### src/sv/mlfd_pkg.sv
package mlfd_pkg;

    localparam int unsigned QUEUE_DEPTH = 4;
    localparam int unsigned QPTR_W      = $clog2(QUEUE_DEPTH);
    localparam int unsigned QCNT_W      = $clog2(QUEUE_DEPTH + 1);

    localparam logic [31:0] MAGIC_WORD  = 32'hAABB_CCDD;
    localparam logic [15:0] GAP_RESET   = 16'd33;
    localparam logic [1:0]  LEN_LAST_IX = 2'd3;

    typedef enum logic [1:0] {
        PH_HUNT = 2'd0,
        PH_LEN  = 2'd1,
        PH_PAY  = 2'd2
    } phase_t;

    typedef struct packed {
        logic [7:0]  data_byte;
        logic [31:0] now_ms;
    } item_t;

    typedef struct packed {
        logic [7:0] out_byte;
        logic       has_byte;
        logic       first_of_frame;
        logic       last_of_frame;
        logic       frame_kept;
    } result_t;

    // classified beat handed from front to back
    typedef struct packed {
        logic [7:0]  out_byte;
        logic        has_byte;
        logic        first_of_frame;
        logic        last_of_frame;
        logic [31:0] now_ms;
    } cmd_t;

    typedef struct packed {
        logic full;
        logic empty;
    } q_status_t;

endpackage

### src/sv/mlfd_front.sv
module mlfd_front
    import mlfd_pkg::*;
(
    input  logic      clk,
    input  logic      rst_n,
    input  logic      item_valid,
    output logic      item_stall,
    input  item_t     item,
    input  q_status_t q_status,
    output logic      push,
    output cmd_t      push_cmd
);

    phase_t      phase_reg, phase_next;
    logic [23:0] recent_reg, recent_next;
    logic [1:0]  len_ix_reg, len_ix_next;
    logic [31:0] accum_reg, accum_next;
    logic [31:0] left_reg, left_next;
    logic        started_reg, started_next;

    logic        accept;
    logic [31:0] accum_new;
    logic        magic_hit;
    logic        left_last;

    assign item_stall = q_status.full;
    assign accept     = item_valid && !q_status.full;

    always_comb
    begin
        accum_new = accum_reg;
        accum_new[len_ix_reg*8 +: 8] = accum_reg[len_ix_reg*8 +: 8] | item.data_byte;
    end

    assign magic_hit = ({recent_reg, item.data_byte} == MAGIC_WORD);
    assign left_last = (left_reg[31:1] == 31'd0);

    // next phase
    always_comb
    begin
        phase_next = phase_reg;
        if (accept)
        begin
            case (phase_reg)
                PH_LEN:
                begin
                    if (len_ix_reg == LEN_LAST_IX)
                        phase_next = (accum_new == 32'd0) ? PH_HUNT : PH_PAY;
                end
                PH_PAY:
                begin
                    if (left_last)
                        phase_next = PH_HUNT;
                end
                default:
                begin
                    phase_next = magic_hit ? PH_LEN : PH_HUNT;
                end
            endcase
        end
    end

    // datapath registers
    always_comb
    begin
        recent_next  = recent_reg;
        len_ix_next  = len_ix_reg;
        accum_next   = accum_reg;
        left_next    = left_reg;
        started_next = started_reg;
        if (accept)
        begin
            case (phase_reg)
                PH_LEN:
                begin
                    if (len_ix_reg == LEN_LAST_IX)
                    begin
                        len_ix_next  = 2'd0;
                        recent_next  = 24'd0;
                        accum_next   = 32'd0;
                        started_next = 1'b0;
                        left_next    = accum_new;
                    end
                    else
                    begin
                        len_ix_next = len_ix_reg + 2'd1;
                        accum_next  = accum_new;
                    end
                end
                PH_PAY:
                begin
                    if (left_last)
                    begin
                        recent_next  = 24'd0;
                        len_ix_next  = 2'd0;
                        accum_next   = 32'd0;
                        left_next    = 32'd0;
                        started_next = 1'b0;
                    end
                    else
                    begin
                        left_next    = left_reg - 32'd1;
                        started_next = 1'b1;
                    end
                end
                default:
                begin
                    if (magic_hit)
                    begin
                        recent_next  = 24'd0;
                        len_ix_next  = 2'd0;
                        accum_next   = 32'd0;
                        left_next    = 32'd0;
                        started_next = 1'b0;
                    end
                    else
                    begin
                        recent_next = {recent_reg[15:0], item.data_byte};
                    end
                end
            endcase
        end
    end

    // beats into the queue
    always_comb
    begin
        push                    = 1'b0;
        push_cmd.out_byte       = 8'd0;
        push_cmd.has_byte       = 1'b0;
        push_cmd.first_of_frame = 1'b0;
        push_cmd.last_of_frame  = 1'b0;
        push_cmd.now_ms         = item.now_ms;
        case (phase_reg)
            PH_LEN:
            begin
                if (len_ix_reg == LEN_LAST_IX && accum_new == 32'd0)
                begin
                    push                    = accept;
                    push_cmd.first_of_frame = 1'b1;
                    push_cmd.last_of_frame  = 1'b1;
                end
            end
            PH_PAY:
            begin
                push                    = accept;
                push_cmd.out_byte       = item.data_byte;
                push_cmd.has_byte       = 1'b1;
                push_cmd.first_of_frame = !started_reg;
                push_cmd.last_of_frame  = left_last;
            end
            default:
            begin
                push = 1'b0;
            end
        endcase
    end

    always_ff @(posedge clk or negedge rst_n)
    begin
        if (!rst_n)
        begin
            phase_reg   <= PH_HUNT;
            recent_reg  <= 24'd0;
            len_ix_reg  <= 2'd0;
            accum_reg   <= 32'd0;
            left_reg    <= 32'd0;
            started_reg <= 1'b0;
        end
        else
        begin
            phase_reg   <= phase_next;
            recent_reg  <= recent_next;
            len_ix_reg  <= len_ix_next;
            accum_reg   <= accum_next;
            left_reg    <= left_next;
            started_reg <= started_next;
        end
    end

endmodule

### src/sv/mlfd_queue.sv
module mlfd_queue
    import mlfd_pkg::*;
(
    input  logic      clk,
    input  logic      rst_n,
    input  logic      push,
    input  cmd_t      push_cmd,
    input  logic      pop,
    output cmd_t      pop_cmd,
    output q_status_t q_status
);

    cmd_t              slot_reg [QUEUE_DEPTH];
    logic [QPTR_W-1:0] wr_ptr_reg, wr_ptr_next;
    logic [QPTR_W-1:0] rd_ptr_reg, rd_ptr_next;
    logic [QCNT_W-1:0] count_reg, count_next;
    logic              do_push;
    logic              do_pop;

    assign q_status.full  = (count_reg == QCNT_W'(QUEUE_DEPTH));
    assign q_status.empty = (count_reg == '0);
    assign do_push        = push && !q_status.full;
    assign do_pop         = pop && !q_status.empty;
    assign pop_cmd        = slot_reg[rd_ptr_reg];

    always_comb
    begin
        wr_ptr_next = wr_ptr_reg;
        rd_ptr_next = rd_ptr_reg;
        count_next  = count_reg;
        if (do_push)
            wr_ptr_next = (wr_ptr_reg == QPTR_W'(QUEUE_DEPTH - 1)) ? '0 : wr_ptr_reg + QPTR_W'(1);
        if (do_pop)
            rd_ptr_next = (rd_ptr_reg == QPTR_W'(QUEUE_DEPTH - 1)) ? '0 : rd_ptr_reg + QPTR_W'(1);
        if (do_push && !do_pop)
            count_next = count_reg + QCNT_W'(1);
        else if (do_pop && !do_push)
            count_next = count_reg - QCNT_W'(1);
    end

    always_ff @(posedge clk)
    begin
        if (do_push)
            slot_reg[wr_ptr_reg] <= push_cmd;
    end

    always_ff @(posedge clk or negedge rst_n)
    begin
        if (!rst_n)
        begin
            wr_ptr_reg <= '0;
            rd_ptr_reg <= '0;
            count_reg  <= '0;
        end
        else
        begin
            wr_ptr_reg <= wr_ptr_next;
            rd_ptr_reg <= rd_ptr_next;
            count_reg  <= count_next;
        end
    end

endmodule

### src/sv/mlfd_back.sv
module mlfd_back
    import mlfd_pkg::*;
(
    input  logic        clk,
    input  logic        rst_n,
    input  logic        cfg_write_en,
    input  logic [15:0] cfg_write_data,
    input  q_status_t   q_status,
    input  cmd_t        pop_cmd,
    output logic        pop,
    output logic        result_valid,
    input  logic        result_stall,
    output result_t     result
);

    logic [15:0] gap_reg;
    logic [31:0] last_kept_reg, last_kept_next;
    logic        valid_reg, valid_next;
    result_t     result_reg, result_next;
    logic [31:0] elapsed;
    logic        kept;

    assign pop     = !q_status.empty && (!valid_reg || !result_stall);
    assign elapsed = pop_cmd.now_ms - last_kept_reg;
    assign kept    = pop_cmd.last_of_frame && (elapsed >= {16'd0, gap_reg});

    always_comb
    begin
        valid_next     = valid_reg && result_stall;
        result_next    = result_reg;
        last_kept_next = last_kept_reg;
        if (pop)
        begin
            valid_next                 = 1'b1;
            result_next.out_byte       = pop_cmd.out_byte;
            result_next.has_byte       = pop_cmd.has_byte;
            result_next.first_of_frame = pop_cmd.first_of_frame;
            result_next.last_of_frame  = pop_cmd.last_of_frame;
            result_next.frame_kept     = kept;
            if (kept)
                last_kept_next = pop_cmd.now_ms;
        end
    end

    always_ff @(posedge clk)
    begin
        result_reg <= result_next;
    end

    always_ff @(posedge clk or negedge rst_n)
    begin
        if (!rst_n)
        begin
            gap_reg       <= GAP_RESET;
            last_kept_reg <= 32'd0;
            valid_reg     <= 1'b0;
        end
        else
        begin
            if (cfg_write_en)
                gap_reg <= cfg_write_data;
            last_kept_reg <= last_kept_next;
            valid_reg     <= valid_next;
        end
    end

    assign result_valid = valid_reg;
    assign result       = result_reg;

endmodule

### src/sv/magic_length_frame_deframer.sv
// magic-word, length-prefixed deframer: one stream beat (byte plus ms timestamp) is
// taken every cycle while the internal queue has room; a payload beat or empty-frame
// marker goes through a queue slot and the output register to the result port; the rate is
// set by the front classifier, which handles one byte per cycle; a four-entry queue
// and the output register let the input keep flowing through short result stalls,
// and when the queue fills item_stall rises until the result side drains it
module magic_length_frame_deframer
    import mlfd_pkg::*;
(
    input  logic        clk,
    input  logic        rst_n,
    // input stream
    input  logic        item_valid,
    output logic        item_stall,
    input  item_t       item,
    // result stream
    output logic        result_valid,
    input  logic        result_stall,
    output result_t     result,
    // minimum gap between kept frames, in ms
    input  logic        cfg_write_en,
    input  logic [15:0] cfg_write_data
);

    q_status_t q_status;
    logic      push;
    cmd_t      push_cmd;
    logic      pop;
    cmd_t      pop_cmd;

    // front: magic hunt, length capture, payload counting
    mlfd_front u_front (
        .clk        (clk),
        .rst_n      (rst_n),
        .item_valid (item_valid),
        .item_stall (item_stall),
        .item       (item),
        .q_status   (q_status),
        .push       (push),
        .push_cmd   (push_cmd)
    );

    // decouples classification from delivery
    mlfd_queue u_queue (
        .clk      (clk),
        .rst_n    (rst_n),
        .push     (push),
        .push_cmd (push_cmd),
        .pop      (pop),
        .pop_cmd  (pop_cmd),
        .q_status (q_status)
    );

    // back: frame throttle decision and output register
    mlfd_back u_back (
        .clk            (clk),
        .rst_n          (rst_n),
        .cfg_write_en   (cfg_write_en),
        .cfg_write_data (cfg_write_data),
        .q_status       (q_status),
        .pop_cmd        (pop_cmd),
        .pop            (pop),
        .result_valid   (result_valid),
        .result_stall   (result_stall),
        .result         (result)
    );

`ifndef SYNTHESIS
    // kept flag only rides on the last beat of a frame
    assert property (@(posedge clk) disable iff (!rst_n)
        result_valid && result.frame_kept |-> result.last_of_frame)
    else $error("frame_kept without last_of_frame");

    // empty-frame marker is a single beat with a zero byte
    assert property (@(posedge clk) disable iff (!rst_n)
        result_valid && !result.has_byte |->
            result.first_of_frame && result.last_of_frame && result.out_byte == 8'd0)
    else $error("malformed empty-frame marker");

    // input is held off only when the queue is full
    assert property (@(posedge clk) disable iff (!rst_n)
        item_stall |-> q_status.full && !q_status.empty)
    else $error("input stalled without a full queue");
`endif

endmodule

### config.mk
export PLATFORM = sky130hd
export DESIGN_NAME = magic_length_frame_deframer
export DESIGN_NICKNAME = d
export VERILOG_FILES = /design/src/sv/mlfd_pkg.sv /design/src/sv/mlfd_front.sv /design/src/sv/mlfd_queue.sv /design/src/sv/mlfd_back.sv /design/src/sv/magic_length_frame_deframer.sv
export SDC_FILE = /design/constraint.sdc
export NUM_CORES = 1
export LEC_CHECK = 0
export ABC_AREA = 1
export BUFFER_PORTS_ARGS = -buffer_cell sky130_fd_sc_hd__buf_4
export CAP_MARGIN = 5
export CORE_MARGIN = 10
export CORE_UTILIZATION = 48
export DETAILED_ROUTE_END_ITERATION = 8
export GPL_TIMING_DRIVEN = 0
export SETUP_SLACK_MARGIN = 0.3
export SLEW_MARGIN = 30
export SYNTH_ARGS = -nofsm -noshare
export SYNTH_HDL_FRONTEND = slang
export SYNTH_HIERARCHICAL = 1
export SYNTH_SLANG_ARGS = --single-unit
### constraint.sdc
create_clock -name clk -period 15.3 [get_ports clk]
set_clock_uncertainty 0.2 [all_clocks]
set_input_delay 2.295 -clock clk [delete_from_list [all_inputs] [get_ports clk]]
set_output_delay 2.295 -clock clk [all_outputs]
set_load 0.01 [all_outputs]
# --- After elaboration in Yosys (flattened, before gate mapping) ---
# Memory sizes are Yosys's and may differ from the RTL's.
# Index checks and enable logic that the tools add are counted.
totals:
  ff_bits: 161
  mem_bits_rw: 172
  inputBits: 61
  out_inout_bits: 14
  elab_cells: 102
  memories: 1
mem_list:
  columns: ["name", "depth", "width", "rd", "rd_clocked_by_memory_dff", "write_ports", "line_no", "rtl"]
  rows:
  - ["u_queue.slot_reg", 4, 43, 1, 0, 1, "mlfd_queue.sv:13", "cmd_t slot_reg [QUEUE_DEPTH];"]
classes:
  n_addsub: 8
  magnitude_cmp: 1
  n_eq_ne: 9
  n_shift: 3
  n_mux: 36
  bitwise_logic: 1
  n_reduce_logical: 26
ops:
  columns: ["cell", "count"]
  rows:
  - ["32-bit two-way mux", 5]
  - ["32-bit case mux with 2 select lines", 2]
  - ["24-bit two-way mux", 3]
  - ["24-bit case mux with 2 select lines", 1]
  - ["5-bit negation with 34-bit output", 1]
  - ["8-bit by 34-bit variable shift with 32-bit output, first input constant", 1]
  - ["8-bit by 34-bit indexed part select with 32-bit output", 1]
  - ["32-bit bitwise mux", 1]
  - ["32-bit equality test, second input constant", 1]
  - ["32-bit by 16-bit greater-or-equal comparator with 1-bit output", 1]
  - ["32-bit logical NOT", 1]
  - ["32-bit by 6-bit indexed part select with 8-bit output", 1]
  - ["32-bit by 1-bit subtractor with 32-bit output, second input constant", 1]
  - ["32-bit subtractor", 1]
  - ["31-bit logical NOT", 1]
  - ["2-bit two-way mux", 8]
  - ["2-bit case mux with 2 select lines", 3]
  - ["1-bit logical AND", 9]
  - ["9-bit two-way mux", 1]
  - ["3-bit AND reduction", 3]
  - ["2-bit equality test, second input constant", 4]
  - ["1-bit two-way mux", 8]
  - ["8-bit OR", 1]
  - ["1-bit logical NOT", 7]
  - ["other kinds (13)", 18]

# --- Longest topological paths before layout ---
# Gate-level depths: netlist (run 1).
logic_depth:
  word_depth: 13
  mapped_depth: 30
  mapped_depth_nobuf: 28

# --- Modules after synthesis ---
# The synthesis (run 1) kept the hierarchy.
modules_own_cells:
  columns: ["module", "instances", "cells_per_inst", "area_each_um2", "seq_area_each_um2"]
  rows:
  - ["mlfd_queue", 1, 562, 7225.7, 5340.1]
  - ["mlfd_front", 1, 884, 6312.3, 2327.2]
  - ["mlfd_back", 1, 855, 5572.8, 1589.0]

# --- Worst setup path before layout (run 1) ---
# Ideal clock, no wire load.
synth_path:
  kind: "in2reg"
  start: "input port item[33] (netlist bit)"
  end: "memory u_queue/slot_reg[0][0] (netlist bit) (enable)"
  setup_time_ns: 0.444
  t_arrival_ns: 5.236
  required_ns: 14.656
  slack_ns: 9.421
  path_stages: 13
  path_buffers: 0
  cell_sequence: "inv_1 > nand2_1 > nand3_1 > nand2_1 > inv_1 > nand2_1 > nor2_1 > nand2_1 > nor2_2 > nand4_2 > a21oi_1 > nand2_1 > nor2_1"
synth_via:
  elab_chain_cells: 10
synth_rtl:
  columns: ["element", "line_no", "rtl"]
  rows:
  - ["start, declared", "magic_length_frame_deframer.sv:15", "input item_t item,"]
  - ["8-bit OR", "mlfd_front.sv:32", "accum_new[len_ix_reg*8 +: 8] = accum_reg[len_ix_reg*8 +: 8] | item.data_byte;"]
  - ["8-bit by 34-bit indexed part select with 32-bit output", "mlfd_front.sv:32", null]
  - ["32-bit bitwise mux", "mlfd_front.sv:32", null]
  - ["32-bit logical NOT", "mlfd_front.sv:137", "if (len_ix_reg == LEN_LAST_IX && accum_new == 32'd0)"]
  - ["1-bit logical AND", "mlfd_front.sv:137", null]
  - ["1-bit two-way mux", "mlfd_front.sv:137", null]
  - ["1-bit case mux with 2 select lines", "mlfd_front.sv:134", "case (phase_reg)"]
  - ["via push", "magic_length_frame_deframer.sv:26", "logic push;"]
  - ["1-bit logical AND", "mlfd_queue.sv:22", "assign do_push = push && !q_status.full;"]
  - ["1-bit two-way mux", "mlfd_queue.sv:43", "if (do_push)"]
  - ["1-bit two-way mux (implied by the code)", "mlfd_queue.sv:44", "slot_reg[wr_ptr_reg] <= push_cmd;"]
  - ["end, declared", "mlfd_queue.sv:13", null]
# The timed path passes the listed nets, and every way through them passes these cells.

# --- Worst setup path in the final report (run 1) ---
layout_path:
  start: "input port item[33] (netlist bit)"
  end: "memory u_queue/slot_reg[2][11] (netlist bit) (enable)"
# Same word-level chain as after synthesis.

==> metrics, run 1 <==
wire length per cell=17.4 µm; setup TNS=0 ns; slew margin rel.=41.0%; CP max stage delay=0.53 ns; Post-synth top flop=edfxtp_1; clock root buffer=clkbuf_16; Max clock buf depth=3; CP arrival=5.16 ns; Via density=5.12; Top-Level Pins=75; Hold WC Path Type=reg -> reg; critical path cell sequence=buf_4 -> inv_1 -> nand2_1 -> nand3_1 -> nand2_1 -> inv_1 -> nand2_1 -> nor2_1 -> nand2_1 -> nor2_2 -> nand4_2 -> a21oi_1 -> nand2_1 -> nor2_4 -> buf_8 -> buf_16; CTS buffer count=40; CTS sink cnt=333; sequential element share of the synthesized area=48.4%; Worst Setup Start Kind=input port; VDD IR max=0.109 mV; synth top area cells=edfxtp_1, dfrtp_1, nand2_1, inv_1, ha_1; status=finished, final reports clean; Worst R2R Setup Slack=10.41 ns; fraction of registers with async set/reset=44.7%; Yosys warnings=6; RSZ-0062 raised after global routing=false; core area=0.0395 mm²; Hold-fix buffers, CTS=0; Rows=73; initial antenna violation count=3; critical path fanouts, max=19; grt met2 use=38.6%; Post-DP Area=0.0203 mm²; Post-Synthesis Cells=2301; final critical-path share of the clock period=33.3%; max-slew violations=0; Crit path buffers/inverters=5; Post-DRT Antenna Nets=0; # fillers=3729; Worst-path clk slew=0.05 ns; total congestion overflow=0; Yosys cell types=55; Post-Place Cells=2877; fin nets=2519; die area=0.0482 mm²; Skew-Pair Late Insertion Delay=0.57 ns; Leak=10.3 nW; fin area=0.0218 mm²; Cell Area, Synth=0.0191 mm²; Util after Layout=55.1%; layout cells sized above 1=14.6%; PostCTS Resize Cnt=0; MaxCap Viol Count=0; synthesized flop and latch total=333; Die X=220 µm; Syn-to-layout area delta=14.0%; top-area cell type share of the netlist area=28.9%; vias in the first global route=15200; CP Class=in -> reg; H-tree Lvls=2; CP top delay family=simple AND/OR/NAND/NOR gates; Setup violations, final=0; Synthesized Nets=2426; hold_ws=0.279 ns; Max Freq=196 MHz; total power=4.60 mW; Final Critical Period=5.10 ns; routing usage on met1=25.5%; dpl ws=9.62 ns; RePlAce Congestion=0.927; most used routing layer=met2; setup slack after layout=10.20 ns; hold path depth=2; first-pass GRT wire length=81700 µm; Pre-Repair DR Iteration Count=5; WL final=51400 µm; critical-path cell with the highest stage delay=nor2_4; Global Route Usage Sum=21.6%; Post-synth EDFFs=184; DR iter-0 viols=937; largest net degree at the start of global routing=81; hpwl dp=38400 µm; worst-margin pin slew=0.885 ns; CTS tree=done; leading area contributor after synthesis=edfxtp_1; R2R depth=19; Mean Syn Cell Area=8.31 µm²; port bufs=42; max FFs per register=172; initial core utilization=48.3%; via count=15100; cell repeated most along the worst path=nand2_1; Final Hold Fails=0; # DRC=0; Non-Filler Instances=2952; GRT met3 Usage=3.22%; instance count on the critical path=16; Req. time, crit path=15.36 ns; Die Ht=220 µm; Post-CTS Setup Inserts=0; PwrDens=211 mW/mm²; Worst setup EP type=register
==> area by class of cell <==
type | count | area (µm²) | area share (%)
Timing Repair Buffer | 51 | 533 | 2.45
Tap cell | 525 | 657 | 3.02
Multi-Input combinational cell | 1445 | 7630 | 35.0
Clock buffer | 49 | 1070 | 4.93
Clock inverter | 25 | 370 | 1.70
Antenna cell | 1 | 2.50 | 0.0115
Buffer | 109 | 697 | 3.20
Sequential cell | 333 | 9260 | 42.5
Inverter | 414 | 1560 | 7.15
==> cell usage after synthesis, types with 8 or more instances <==
cell type and count:
a21oi_1 33, buf_2 37, buf_4 43, clkbuf_1 20, dfrtp_1 147, edfxtp_1 184, ha_1 62, inv_1 391
inv_2 18, nand2_1 694, nand2_2 48, nand3_1 92, nand4_1 64, nor2_1 112, nor2_2 19, nor3_1 12
o211ai_1 86, o21ai_0 46, o21ai_1 37, o21ai_2 22, o22ai_1 27, o22ai_2 8, xor2_1 25
==> worst paths after layout <==
kind                                                      startpoint                              endpoint
worst max register to register     u_front/len_ix_reg[1]$_DFFE_PN0P_     u_queue/slot_reg[2][11]$_DFFE_PP_
worst min-delay path            u_back/last_kept_reg[16]$_DFFE_PN0P_  u_back/last_kept_reg[16]$_DFFE_PN0P_
worst min register to register  u_back/last_kept_reg[16]$_DFFE_PN0P_  u_back/last_kept_reg[16]$_DFFE_PN0P_
max in group asynchronous                                      rst_n    u_front/recent_reg[21]$_DFFE_PN0P_
worst max-delay path                                        item[33]     u_queue/slot_reg[2][11]$_DFFE_PP_
min in group asynchronous                                      rst_n        u_back/gap_reg[15]$_DFFE_PN0P_
==> cells by family after synthesis <==
| logic type | count (synthesis) | synth area share, % |
|---|---|---|
| muxes | 1 | 0.0589 |
| and+or+nand+nor | 1077 | 24.7 |
| xor gates and xnor gates | 29 | 1.33 |
| DFF | 333 | 48.4 |
| buffers and inverters | 523 | 11.8 |
| AOI/OAI and AO/OA | 274 | 9.45 |
| adders and majority gates | 64 | 4.27 |
==> cells in the final DEF, fill, tap and decap left out, types with 48 or more instances in the layout <==
master	n
o211ai_1	86
dfrtp_1	147
nand3_1	92
nand2_2	48
nand4_1	64
nor2_1	108
ha_1	62
buf_4	84
inv_1	391
nand2_1	694
edfxtp_1	184
==> worst register-to-register path: stages (launching register included) <==
cell and delay [ns]:
dfrtp_1 0.39, buf_2 0.26, clkinv_1 0.38, ha_1 0.53, inv_1 0.10, nand3_1 0.12
nor2_1 0.13, nand2_1 0.10, nand2_1 0.08, nor2_1 0.10, nand2_1 0.06, nor2_1 0.18
nand2_1 0.09, nor2_2 0.15, nand4_2 0.13, a21oi_1 0.26, nand2_1 0.33, nor2_4 0.54
buf_8 0.25, buf_16 0.19
==> per-layer routing <==
layer	wire length, µm	vias up
li1	-	7581
met5	27	-
met4	1800	4
met3	2360	95
met1	21100	7109
met2	26200	322
==> where the power goes <==
| part | switching (mW) | internal (mW) |
|---|---|---|
| logic | 1.56 | 0.821 |
| clock network | 0.391 | 0.641 |
| registers | 0.0881 | 1.09 |
| total | 2.04 | 2.56 |
No activity file was read; power rests on OpenSTA's default activity.
==> run 2: changes to the inputs <==
--- a/config.mk
+++ b/config.mk
@@ -12,6 +12,7 @@
 export CORE_UTILIZATION = 48
 export DETAILED_ROUTE_END_ITERATION = 8
 export GPL_TIMING_DRIVEN = 0
+export PLACE_DENSITY = 0.67
 export SETUP_SLACK_MARGIN = 0.3
 export SLEW_MARGIN = 30
 export SYNTH_ARGS = -nofsm -noshare
==> constraint.sdc (replaced) <==
create_clock -name clk -period 4.3 [get_ports clk]
set_clock_uncertainty 0.2 [all_clocks]
set_input_delay 0.645 -clock clk [delete_from_list [all_inputs] [get_ports clk]]
set_output_delay 0.645 -clock clk [all_outputs]
set_load 0.01 [all_outputs]
==> metrics, run 2 (synthesis results as in run 1) <==
H-tree Lvls=2 (unchanged); sequential share of power=23.1% (-2.6 points); dpl ws=-0.469 ns (-10.09 ns); switching share of total power=44.2% (-0.19 points); Via density=5.17 (+0.95%); layout cells sized above 1=21.5% (+6.8 points); via count=15600 (+3.3%); Crit path buffers/inverters=5 (unchanged); CTS tree=done; vias in the first global route=15600 (+2.8%); fin area=0.0232 mm² (+6.5%); Pre-Repair DR Iteration Count=5 (unchanged); most common cell after layout, fill and taps aside=nand2_1; initial antenna violation count=3 (unchanged); Die Ht=220 µm (unchanged); Top-Level Pins=75 (unchanged); final critical-path share of the clock period=98.6%; CP Class=reg -> reg; Hold WC Path Type=in -> reg; Post-DP Area=0.0204 mm² (+0.24%); CP top delay family=simple AND/OR/NAND/NOR gates; sw power=8.14 mW (+300%); slew margin rel.=52.8% (+12 points); core area=0.0395 mm² (unchanged); worst-margin pin slew=0.707 ns (-0.178 ns); CP max stage delay=0.43 ns (-0.10 ns); MaxCap Viol Count=0 (unchanged); port bufs=42 (unchanged); max-slew violations=0 (unchanged); Skew-Pair Late Insertion Delay=0.56 ns (about the same); critical path fanouts, max=8 (-11); cell repeated most along the worst path=nand2_2; critical-path cell with the highest stage delay=dfrtp_1; Post-DRT Antenna Nets=0 (unchanged); die area=0.0482 mm² (unchanged); RSZ-0062 raised after global routing=true; # fillers=3468 (-7.0%); WL final=53000 µm (+3.0%); Final Hold Fails=0 (unchanged); CTS sink cnt=333 (unchanged); Max Freq=236 MHz; Worst Setup Start Kind=register; Util after Layout=58.6% (+3.6 points); CP arrival=4.52 ns (-0.64 ns); Clk pwr share=18.6% (-3.8 points); fin nets=2589 (+2.8%); clock root buffer=clkbuf_16; Req. time, crit path=4.58 ns (-10.78 ns); Die X=220 µm (unchanged); Global Route Usage Sum=21.6% (about the same); CTS buffer count=40 (unchanged); DR iter-0 viols=1047 (+12%); top routing layer in use=met4; RePlAce Congestion=0.915 (-1.3%); Detail Route met3 WL=2130 µm (-9.9%); wire length per cell=17.5 µm (+0.60%); Worst-path clk slew=0.06 ns (about the same); Logic pwr share=58.3% (+6.4 points); status=finished, final reports clean; commonest cells after routing, fill and taps aside=nand2_1, inv_1, edfxtp_1; initial core utilization=48.3% (unchanged); PwrDens=794 mW/mm² (+280%); Int Pwr=10.3 mW (+300%); Max clock buf depth=3 (unchanged); Leak=10.9 nW (+5.2%); Setup violations, final=0 (unchanged); VDD IR max=0.440 mV (+300%); hpwl dp=37800 µm (-1.6%); first-pass GRT wire length=82100 µm (+0.52%); max FFs per register=172 (unchanged); largest net degree at the start of global routing=82 (+1.2%); Syn-to-layout area delta=21.3%; met2 WL=27600 µm (+5.4%); setup slack after layout=0.0592 ns (-10.14 ns); Met1 Wirelength=21600 µm (+2.5%); Rows=73 (unchanged); # DRC=0 (unchanged); Worst setup EP type=register; Final Critical Period=4.24 ns; total congestion overflow=0 (unchanged)
==> run 2: changes by cell type in the layout (fill, tap and decap cells not counted), moves of 6 or more <==
cell,delta
nand2_1,-64
buf_4,+55
nand2_2,+41
nand2_4,+23
buf_2,-17
buf_6,+14
ha_1,-14
ha_4,+14
nor2_1,-10
buf_12,+9
a21oi_1,-8
a21oi_2,+7
nor2_4,+6
==> run 2: per-stage QoR <==
stage	total power, mW	TNS [ns]	hold WS [ns]	instances
2_1_floorplan	10.5	0	0.149	2301
3_3_place_gp	12.6	-293.04	0.263	2868
3_5_place_dp	12.7	-52.38	0.269	2878
4_1_cts	17.4	0	0.0606	2984
5_1_grt	19.8	-2.81	0.0681	3020
6_report	18.4	0	0.0866	3022
==> run 2: final timing paths <==
| kind | from | cells past startpoint | endpoint | slack (ns) |
|---|---|---|---|---|
| setup reg to reg | u_queue/rd_ptr_reg[0]$_DFFE_PN0P_ | 29 | u_back/last_kept_reg[7]$_DFFE_PN0P_ | 0.06 |
| hold reg to reg | u_back/last_kept_reg[17]$_DFFE_PN0P_ | 2 | u_back/last_kept_reg[17]$_DFFE_PN0P_ | 0.28 |
| setup / recovery | u_queue/rd_ptr_reg[0]$_DFFE_PN0P_ | 29 | u_back/last_kept_reg[7]$_DFFE_PN0P_ | 0.06 |
| max in group asynchronous | rst_n | 3 | u_front/recent_reg[3]$_DFFE_PN0P_ | 2.59 |
| hold / removal | item[0] | 1 | u_queue/slot_reg[3][0]$_DFFE_PP_ | 0.09 |
| min in group asynchronous | rst_n | 2 | u_back/gap_reg[11]$_DFFE_PN0P_ | 0.45 |
==> run 2: worst register-to-register path: cells and delay by family (launching register included) <==
| kind | cells | cell delay, ns |
|---|---|---|
| xor gates and xnor gates | 1 | 0.16 |
| DFF | 1 | 0.43 |
| buffers and inverters | 5 | 0.74 |
| adders and majority gates | 2 | 0.63 |
| AOI/OAI and AO/OA | 3 | 0.49 |
| and+or+nand+nor | 18 | 1.53 |
==> run 2: per-layer routing <==
layer | GRT usage, % | up-vias
li1 | - | 7728
met1 | 25.1 | 7446
met2 | 39.7 | 357
met3 | 2.89 | 85
met4 | 8.11 | 0
met5 | 0 | -
==> run 2: layout make-up <==
class                           count  area [µm²]  share of cell area (%)
Buffer                            109         871                    3.76
Antenna cell                        3        7.51                  0.0324
Timing Repair Buffer              121        1240                    5.35
Multi-Input combinational cell   1445        8240                    35.6
Inverter                          414        1570                    6.77
Clock inverter                     22         253                    1.09
Tap cell                          525         657                    2.83
Clock buffer                       50        1090                    4.69
Sequential cell                   333        9260                    39.9
==> run 2: repair_timing <==
item | 4_1_cts | 5_1_grt
setup buffers | 31 | 32
hold buffers | 1 | 0
cloned | 2 | 3
endpoints found under the setup margin | 208 | 154
endpoints found under the hold margin | 66 | 0
resized for setup | 110 | 98
pin swaps | 21 | 43
==> run 2: power by group through the flow <==
stage	sequential [mW]	combinational (mW)	clock, mW
CTS	4.22	9.68	3.50
floorplan	4.23	6.27	0
global placement	4.26	8.30	0
finish	4.25	10.7	3.43
detailed placement	4.27	8.43	0
global route	4.31	11.9	3.64
==> run 3: changes to the inputs <==
--- a/config.mk
+++ b/config.mk
@@ -8,6 +8,7 @@
 export ABC_AREA = 1
 export BUFFER_PORTS_ARGS = -buffer_cell sky130_fd_sc_hd__buf_4
 export CAP_MARGIN = 5
+export CORE_ASPECT_RATIO = 1.2
 export CORE_MARGIN = 10
 export CORE_UTILIZATION = 48
 export DETAILED_ROUTE_END_ITERATION = 8
==> metrics, run 3 (synthesis results as in run 1) <==
status=finished with violations; failing checks=setup timing; CP Class=reg -> reg; PwrDens=792 mW/mm² (-0.20%); CP max stage delay=0.41 ns (-0.02 ns); hold path depth=1 (unchanged); Worst R2R Setup Slack=-0.1 ns (-0.16 ns); initial antenna violation count=3 (unchanged); setup TNS=-2.07 ns (-2.07 ns); worst-margin pin slew=0.678 ns (-0.0298 ns); Final Hold Fails=0 (unchanged); R2R Path Start=u_queue/rd_ptr_reg[0]$_DFFE_PN0P_; Syn-to-layout area delta=19.7%; hold_ws=0.0826 ns (-0.00396 ns); max-slew violations=0 (unchanged); dpl ws=-0.542 ns (-0.0735 ns); clock root buffer=clkbuf_16; fin nets=2574 (-0.58%); Post-DP Area=0.0204 mm² (about the same); wire length per cell=17.8 µm (+1.3%); WL final=53500 µm (+0.92%); Hold WC Path Type=in -> reg; critical path fanouts, max=7 (-1); Max clock buf depth=3 (unchanged); H-tree Lvls=2 (unchanged); hold-critical path endpoint=u_queue/slot_reg[1][5]$_DFFE_PP_; top routing layer in use=met5; first-pass GRT wire length=82300 µm (+0.28%); CTS buffer count=36 (-10%); cell repeated most along the worst path=nand2_1; MaxCap Viol Count=0 (unchanged); CTS sink cnt=333 (unchanged); CTS tree=done; port bufs=42 (unchanged); max FFs per register=172 (unchanged); Max Freq=227 MHz (-3.5%); initial core utilization=48.3% (about the same); start point of the worst hold path=item[5]; Req. time, crit path=4.60 ns (+0.02 ns); Setup violations, final=31 (+31); reg-to-reg endpoint=u_back/last_kept_reg[10]$_DFFE_PN0P_; RePlAce Congestion=0.945 (+3.3%); Worst setup EP type=register; commonest cells after routing, fill and taps aside=nand2_1, inv_1, edfxtp_1; Worst Setup Start Kind=register; setup slack after layout=-0.0964 ns (-0.156 ns); # DRC=0 (unchanged); Rows=80 (+9.6%); largest net degree at the start of global routing=62 (-24%); total congestion overflow=0 (unchanged); slew margin rel.=54.8% (+2.0 points); die area=0.0482 mm² (about the same); R2R depth=30 (+3.4%); fin area=0.0229 mm² (-1.3%); Worst-path clk slew=0.06 ns (about the same); Leak=10.7 nW (-1.5%); Post-Place Cells=2886 (+0.28%); Non-Filler Instances=3011 (-0.36%); RSZ-0062 raised after global routing=true; Final Critical Period=4.40 ns (+0.156 ns); Post-DRT Antenna Nets=0 (unchanged); met2 WL=28800 µm (+4.3%); DR iter-0 viols=1037 (-0.96%); Util after Layout=57.9% (-0.75 points); Met1 Wirelength=20100 µm (-7.0%); Pre-Repair DR Iteration Count=7 (+2); CP arrival=4.69 ns (+0.17 ns); Die X=202 µm (-7.9%); Detail Route met3 WL=2180 µm (+2.1%); Die Ht=239 µm (+8.7%); Top-Level Pins=75 (unchanged); critical-path cell with the highest stage delay=dfrtp_1; layout cells sized above 1=20.5% (-0.94 points); most common cell after layout, fill and taps aside=nand2_1; # fillers=3515 (+1.4%); core area=0.0395 mm² (about the same); Global Route Usage Sum=21.5% (-0.15 points); Via density=5.21 (+0.76%); Skew-Pair Late Insertion Delay=0.56 ns (about the same); vias in the first global route=15600 (+0.026%); via count=15700 (+0.40%); VDD IR max=0.438 mV (-0.43%); final critical-path share of the clock period=102% (+3.6 points); hpwl dp=38200 µm (+0.97%); total power=18.1 mW (-1.5%)
[run 3: cell count changes in the layout (fill, tap and decap cells not counted), sizes merged]
cell | previous run | this run
buf | 205 | 195
clkbuf | 74 | 68
clkinv | 14 | 19
clkinvlp | 6 | 2
diode | 3 | 1
bufinv | 4 | 3
inv | 412 | 411
[run 3: per-layer routing]
layer  global-route usage, %  up-vias
li1                        -     7682
met1                    23.4     7438
met2                    40.2      416
met3                    2.78      138
met4                    10.3        4
met5                       0        -
[run 3: worst max-delay path by stage]
stage	start	to	cells past startpoint
6_report	u_queue/rd_ptr_reg[0]$_DFFE_PN0P_	u_back/last_kept_reg[10]$_DFFE_PN0P_	30
5_1_grt	u_queue/rd_ptr_reg[0]$_DFFE_PN0P_	u_back/last_kept_reg[10]$_DFFE_PN0P_	28
4_1_cts	u_queue/rd_ptr_reg[0]$_DFFE_PN0P_	u_back/last_kept_reg[22]$_DFFE_PN0P_	29
3_5_place_dp	u_queue/rd_ptr_reg[1]$_DFFE_PN0P_	u_back/last_kept_reg[22]$_DFFE_PN0P_	29
3_3_place_gp	u_front/len_ix_reg[1]$_DFFE_PN0P_	u_queue/slot_reg[1][4]$_DFFE_PP_	17
2_1_floorplan	u_front/len_ix_reg[1]$_DFFE_PN0P_	u_queue/slot_reg[0][0]$_DFFE_PP_	17
[run 3: area by class of cell]
type	count	area [µm²]	area share [%]
flip-flops and latches	333	9260	40.5
plain buffers	109	856	3.74
diodes	1	2.50	0.0109
multi-input cells	1445	8220	35.9
inverters	414	1570	6.86
clock inverters	21	209	0.913
clock buffers	45	977	4.27
repair buffers	110	1120	4.90
well taps	533	667	2.91
[run 3: report_power, final]
group / internal, mW / switching (mW) / leakage (nW)
Clock: 1.81 / 1.31 / 0.575
Sequential: 3.89 / 0.342 / 3.56
Combinational: 4.25 / 6.51 / 6.57
Total: 9.95 / 8.17 / 10.7
[run 3: worst max-delay path: cells and delay by family, from the launching register on]
family	cells	cell delay (ns)
DFF	1	0.41
buffers and inverters	6	0.86
and+or+nand+nor	19	1.82
adders and majority gates	2	0.56
AOI/OAI and AO/OA	2	0.33
xor gates and xnor gates	1	0.13
[run 3: what timing repair did]
item                                    CTS  global route
buffers inserted                         28            25
gates resized for setup                  96            98
endpoints found under the setup margin  208           171
endpoints found under the hold margin    58             0
hold buffers                              1             0
pin swaps                                41            69
cloned                                    2             2
